===== src/scq_pkg.sv =====
// Shared op codes, status codes and chain command type for the sorted contraction queue.
package scq_pkg;

   localparam logic [1:0] OP_PUSH   = 2'd0;
   localparam logic [1:0] OP_DELETE = 2'd1;
   localparam logic [1:0] OP_FIND   = 2'd2;
   localparam logic [1:0] OP_READ   = 2'd3;

   localparam logic [1:0] ST_OK   = 2'd0;
   localparam logic [1:0] ST_FULL = 2'd1;
   localparam logic [1:0] ST_BAD  = 2'd2;

   // command broadcast to every cell of the chain
   typedef struct packed {
      logic [1:0] op;
      logic       commit_push;
      logic       commit_del;
   } scq_cmd_type;

endpackage


===== src/scq_cell.sv =====
// One cell of the sorted list: holds one entry and one stage of the search probe.
module scq_cell #(
   parameter int QUEUE_DEPTH = 256,
   parameter int VERTEX_BITS = 16,
   parameter int INDEX       = 0
) (
   input  logic                                 clock,
   input  scq_pkg::scq_cmd_type                 cmd,
   input  logic [4*32+2*VERTEX_BITS-1:0]        key_entry,
   input  logic [7:0]                           slot,
   input  logic [$clog2(QUEUE_DEPTH)-1:0]       at_idx,
   input  logic [$clog2(QUEUE_DEPTH+1)-1:0]     total,
   input  logic [4*32+2*VERTEX_BITS-1:0]        prev_entry,
   input  logic [4*32+2*VERTEX_BITS-1:0]        next_entry,
   input  logic [1+$clog2(QUEUE_DEPTH)+4*32+2*VERTEX_BITS-1:0] probe_prev,
   output logic [4*32+2*VERTEX_BITS-1:0]        entry_out,
   output logic [1+$clog2(QUEUE_DEPTH)+4*32+2*VERTEX_BITS-1:0] probe_out
);
   import scq_pkg::*;

   localparam int IW = $clog2(QUEUE_DEPTH);
   localparam int CW = $clog2(QUEUE_DEPTH + 1);

   typedef struct packed {
      logic [31:0]            cost;
      logic [VERTEX_BITS-1:0] va;
      logic [VERTEX_BITS-1:0] vb;
      logic [31:0]            pos_x;
      logic [31:0]            pos_y;
      logic [31:0]            pos_z;
   } entry_type;

   typedef struct packed {
      logic          hit;
      logic [IW-1:0] idx;
      entry_type     entry;
   } probe_type;

   localparam logic [IW-1:0] MY_IDX     = IW'(INDEX);
   localparam logic [CW-1:0] MY_CNT     = CW'(INDEX);
   localparam logic [7:0]    MY_SLOT    = 8'(INDEX);
   localparam bit            SLOT_REACH = (INDEX < 256);

   entry_type entry_ff, entry_in;
   entry_type key, prev_e, next_e;
   probe_type probe_ff, probe_in, probe_up;
   logic      occupied, edge_match, slot_match, here_hit;

   assign key      = entry_type'(key_entry);
   assign prev_e   = entry_type'(prev_entry);
   assign next_e   = entry_type'(next_entry);
   assign probe_up = probe_type'(probe_prev);

   assign occupied   = MY_CNT < total;
   assign edge_match = (entry_ff.va == key.va && entry_ff.vb == key.vb) ||
                       (entry_ff.va == key.vb && entry_ff.vb == key.va);
   assign slot_match = SLOT_REACH && (slot == MY_SLOT);

   // per-op hit test on this cell
   always_comb begin
      case (cmd.op)
         OP_PUSH: here_hit = !(occupied && entry_ff.cost >= key.cost);
         OP_FIND: here_hit = occupied && edge_match;
         default: here_hit = occupied && slot_match;
      endcase
   end

   // first hit along the chain wins
   always_comb begin
      probe_in = probe_up;
      if (!probe_up.hit && here_hit) begin
         probe_in.hit   = 1'b1;
         probe_in.idx   = MY_IDX;
         probe_in.entry = entry_ff;
      end
   end

   // insert opens a gap at at_idx, delete closes one there
   always_comb begin
      entry_in = entry_ff;
      if (cmd.commit_push) begin
         if (MY_IDX > at_idx) begin
            entry_in = prev_e;
         end else if (MY_IDX == at_idx) begin
            entry_in = key;
         end
      end else if (cmd.commit_del) begin
         if (MY_IDX >= at_idx) begin
            entry_in = next_e;
         end
      end
   end

   always_ff @(posedge clock) begin
      entry_ff <= entry_in;
      probe_ff <= probe_in;
   end

   assign entry_out = entry_ff;
   assign probe_out = probe_ff;

endmodule


===== config.mk =====
export PLATFORM = sky130hd
export DESIGN_NAME = scq_cell
export DESIGN_NICKNAME = d
export VERILOG_FILES = /design/src/scq_pkg.sv /design/src/scq_cell.sv
export SDC_FILE = /design/constraint.sdc
export NUM_CORES = 1
export LEC_CHECK = 0
export BUFFER_PORTS_ARGS = -buffer_cell sky130_fd_sc_hd__buf_2
export CAP_MARGIN = 10
export CELL_PAD_IN_SITES_DETAIL_PLACEMENT = 1
export CELL_PAD_IN_SITES_GLOBAL_PLACEMENT = 2
export CORE_AREA = 2 2 392 394
export DETAILED_ROUTE_END_ITERATION = 12
export DIE_AREA = 0 0 394 396
export PLACE_DENSITY_LB_ADDON = 0.1
export SYNTH_ARGS = -nofsm -noshare
export SYNTH_HDL_FRONTEND = slang
export SYNTH_SLANG_ARGS = --single-unit

===== constraint.sdc =====
create_clock -name clock -period 10.7 [get_ports clock]
set_input_delay 1.07 -clock clock [delete_from_list [all_inputs] [get_ports clock]]
set_output_delay 1.07 -clock clock [all_outputs]
set_load 0.05 [all_outputs]

; ---- Yosys cells after proc, flatten, opt, wreduce, memory -nomap -nowiden
; Index checks and enable logic that the tools add are counted.
[op_classes]
magnitude_cmp = 4
eq_ne = 6
muxes = 7
reduce_logical = 15
[op_table]
columns = op, count
row1 = 2-to-1 mux 160 bit, 6
row2 = == test 16 bit, 4
row3 = >= comparator 32 bit, 1
row4 = zero test 8 bit, 2
row5 = "less-than comparator 1 x 9 -> 1 bit, first input constant", 1
row6 = ">= comparator 1 x 8 -> 1 bit, first input constant", 1
row7 = "> comparator 1 x 8 -> 1 bit, first input constant", 1
row8 = logical AND 1 bit, 6
row9 = nonzero test 2 bit, 2
row10 = "inequality test 3 x 1 -> 1 bit, second input constant", 1
row11 = AND reduction 3 bit, 1
row12 = "== test 2 bit, second input constant", 1
row13 = zero test 1 bit, 2
row14 = zero test 2 bit, 1
row15 = one-hot mux 1 bit (2 select lines), 1
row16 = logical OR 1 bit, 1
[word_totals]
ff_bits = 329
inputBits = 679
wordCells = 46

; ---- Logic depth before layout (Yosys ltp)
[logic_depth]
depth_word = 7
depth_mapped = 11

; ---- Worst setup path after synthesis
; Ideal clock, no wire load.
[synth_path]
kind = input to register
from = input cmd[1] (netlist bit)
to = register entry_ff, in the netlist entry_out[0] (enable)
setup_time_ps = 682
arrival_ps = 8719
t_required_ps = 10018
setup_slack_ps = 1299
cell_stages = 5
n_path_buf = 3
cell_sequence = clkbuf_1 -> clkbuf_1 -> clkbuf_1 -> o21ai_0 -> nor2_1
[synth_between]
elab_chain_cells = 2
[synth_rtl]
columns = element, line
row1 = "start, declared", scq_cell.sv:8  ; input scq_pkg::scq_cmd_type cmd,
row2 = inequality test 3 x 1 -> 1 bit (no source line) or nonzero test 2 bit (tied branches), n/a
row3 = AND reduction 3 bit (no source line) (*), n/a
row4 = "end signal, assigned", scq_cell.sv:95  ; entry_ff <= entry_in;
row5 = "end, declared", scq_cell.sv:44  ; entry_type entry_ff, entry_in;
; Every way passes the cells marked *; elsewhere a longest branch is shown, timed or not.
; A chain may end at the register's enable or synchronous reset.

==> results.yml <==
synthesis:
  syn-instance-count: 1688
  syn-cell-area_um2: 18230
  syn_nets: 2399
  syn_avg_cell_area_um2: 10.80
  synth.ff_latch_count: 329
  yosysSeqAreaShare_pct: 44.91
  synth.distinct_cells: 39
  ys_warn_count: 0
global_routing:
  overflow: 0
  antenna_found_initial: 74
  grt_max_degree: 91
  grt_use_total_pct: 14.55
  grt_pass1_vias: 19558
  grt_pass1_wl_um: 162600
clock_network:
  numCtsBuffers: 52
  root_buffer: "clkbuf_16"
  cts_tree: "yes"
  cts_resized: 0
  postCtsSetupBuffers: 0
  clockBufferDepth: 3
  path_clk_slew_ns: 0.06
  clock-sinks: 329
  cts.hold.buffers_added: 0
  clock_latency_ns: 0.66
  htreeDepth: 2
power_and_ir_drop:
  power.leakage_nw: 10.09
  powerDensity_nw_per_um2: 148.9
  p_total_mw: 3.911
  max-vdd-ir-drop_uv: 118.8
timing:
  finalCritPeriodShare_pct: 45.64
  worst_pin_slew_ns: 1.047
  rsz0062_at_grt: "no"
  min_period_ns: 4.884
  max_freq_mhz: 204.8
  hold_viol: 0
  timing.slew.headroom_pct: 30.18
  finalMaxSlewViolations: 0
  finalSetupViolCount: 0
  setup_tns_ns: 0
  finClkSkew_ns: 0.02822
place:
  place_hpwl_um: 85270
  port_buffers: 847
  place.gp.congestion: 0.7657
drt:
  dr.pass1.iters: 4
  finalWirelength_um: 118400
  wl_per_cell_um: 26.10
  ant_nets: 0
  dr_total_vias: 18002
  drt_iter0_markers: 661
  vias_per_cell: 3.969
  drc: 0
floorplan:
  design.die.area_um2: 156000
  coreArea_um2: 151500
  die_w_um: 394
  rows: 143
  ios: 1008
  die_h_um: 396
  start_util_pct: 12.03
cells_and_area:
  layout.nets: 3155
  drive_gt1_share_pct: 49.60
  layout_commonest_cell: "buf_2"
  multi_input_area_um2: 9198
  final_cell_mix: "buf_2, dfxtp_1, o21ai_0"
  synthToLayoutAreaGrowth_pct: 44.08
  regArea_um2: 8188
  num-fill-cells: 17677
worst_hold_path:
  hold_path_class: "flip-flop to flip-flop"
setup_path:
  worstSetupPathType: "flip-flop to flip-flop"
  cp-start-kind: "flip-flop"
  worstPathArrival_ns: 5.41
  cp.required_ns: 11.23
  cp-end-kind: "flip-flop"
  critPathMaxFanout: 50
job:
  drv_cap: 0
run_status:
  status: "completed"
## cell families (layout without fill, tap and decap cells)
kind of cell    Yosys count  in the layout  share of synthesized area, %
other cells               0             18                             0
compound gates          520            520                         23.23
xor+xnor                 64             64                         3.075
simple gates            376            376                         11.70
buf+inv                 207           1007                         4.997
flops                   329            329                         44.91
mux                     160            160                         9.883
fa+ha+maj                32             32                         2.196
## final timing paths
| check | cells after the start | start | slack (ns) | end |
|---|---|---|---|---|
| worst max-delay path | 9 | entry_out[155] | 5.82 | probe_out[48] |
| worst min-delay path | 2 | entry_out[52] | 0.58 | probe_out[52] |
| worst min register to register | 2 | entry_out[52] | 0.58 | probe_out[52] |
| worst max register to register | 9 | entry_out[155] | 5.82 | probe_out[48] |
## sequential cells by signal, indices dropped and copies added (netlist names)
name / count
entry_out: 160
probe_out: 169
## metal layers
layer / vias to the layer above / track usage [%] / routed length (µm) / part of all wire (%)
met2: 666 / 25.07 / 57330 / 48
met3: 197 / 5.996 / 10300 / 8.7
met4: 68 / 3.400 / 2495 / 2.1
li1: 8088 / - / - / -
met1: 8983 / 16.65 / 47850 / 40
met5: - / 0 / 404 / 0.34
## metrics by stage
step	cells	hold WS (ns)	util, %	instance area, µm²	worst slack, ns
after floorplan	1688	0.8564	-	18230	1.299
after global placement	4420	0.5740	16.19	24530	4.965
after detailed placement	4420	0.5780	16.19	24530	4.964
after CTS	4518	0.5611	17.30	26220	5.603
after global routing	4527	0.5858	17.32	26240	5.512
final	4536	0.5849	17.33	26270	5.816
## cells in the mapped netlist (all sizes together)
library cell    n  area share (%)
a221o           1           0.055
a22o            1           0.048
mux2          160             9.9
o211ai        161             9.6
and4            2           0.096
nand4          21            0.72
o211a           1           0.055
ha             32             2.2
inv            32            0.66
a21oi          12            0.33
o311ai          2            0.14
nand2b          3            0.10
o21ai         164             4.5
buf            20             1.1
nand3         162             4.4
xnor2          64             3.1
a21o            5            0.21
o311a           1           0.055
nor2            3           0.062
nor2b           1           0.034
nor4            8            0.27
a32oi         160             7.7
o21bai          1           0.041
or3             1           0.034
nor3            2           0.055
and2          161             5.5
o21a            9            0.37
or4             3            0.16
dfxtp         169              19
edfxtp        160              26
clkbuf        155             3.2
nand2           9            0.19
a221oi          2           0.096
## critical path: stages (launching register included)
cell	delay [ns]
edfxtp_1	0.51
ha_1	0.43
nand4_1	0.22
nor2_1	0.73
nand3_1	0.25
o211ai_1	0.79
buf_4	0.67
buf_4	0.63
o21ai_0	0.20
o211ai_2	0.17
## final cells by class
| type | count | area share, % |
|---|---|---|
| timing repair buffer | 877 | 17.08 |
| multi-input combinational | 1152 | 35.02 |
| tap | 2030 | 9.670 |
| sequential | 329 | 31.17 |
| inverter | 32 | 0.4573 |
| clock buffer | 73 | 5.559 |
| clock inverter | 25 | 0.8718 |
| antenna | 18 | 0.1715 |
## where the power goes
part / internal, mW / leakage (nW) / total [mW] / switching (mW)
combinational: 0.231 / 6.39 / 0.750 / 0.518
sequential: 1.39 / 2.86 / 1.41 / 0.0193
clock: 1.02 / 0.826 / 1.76 / 0.734
total: 2.64 / 10.1 / 3.91 / 1.27
Power figures use the tool's default switching activity.
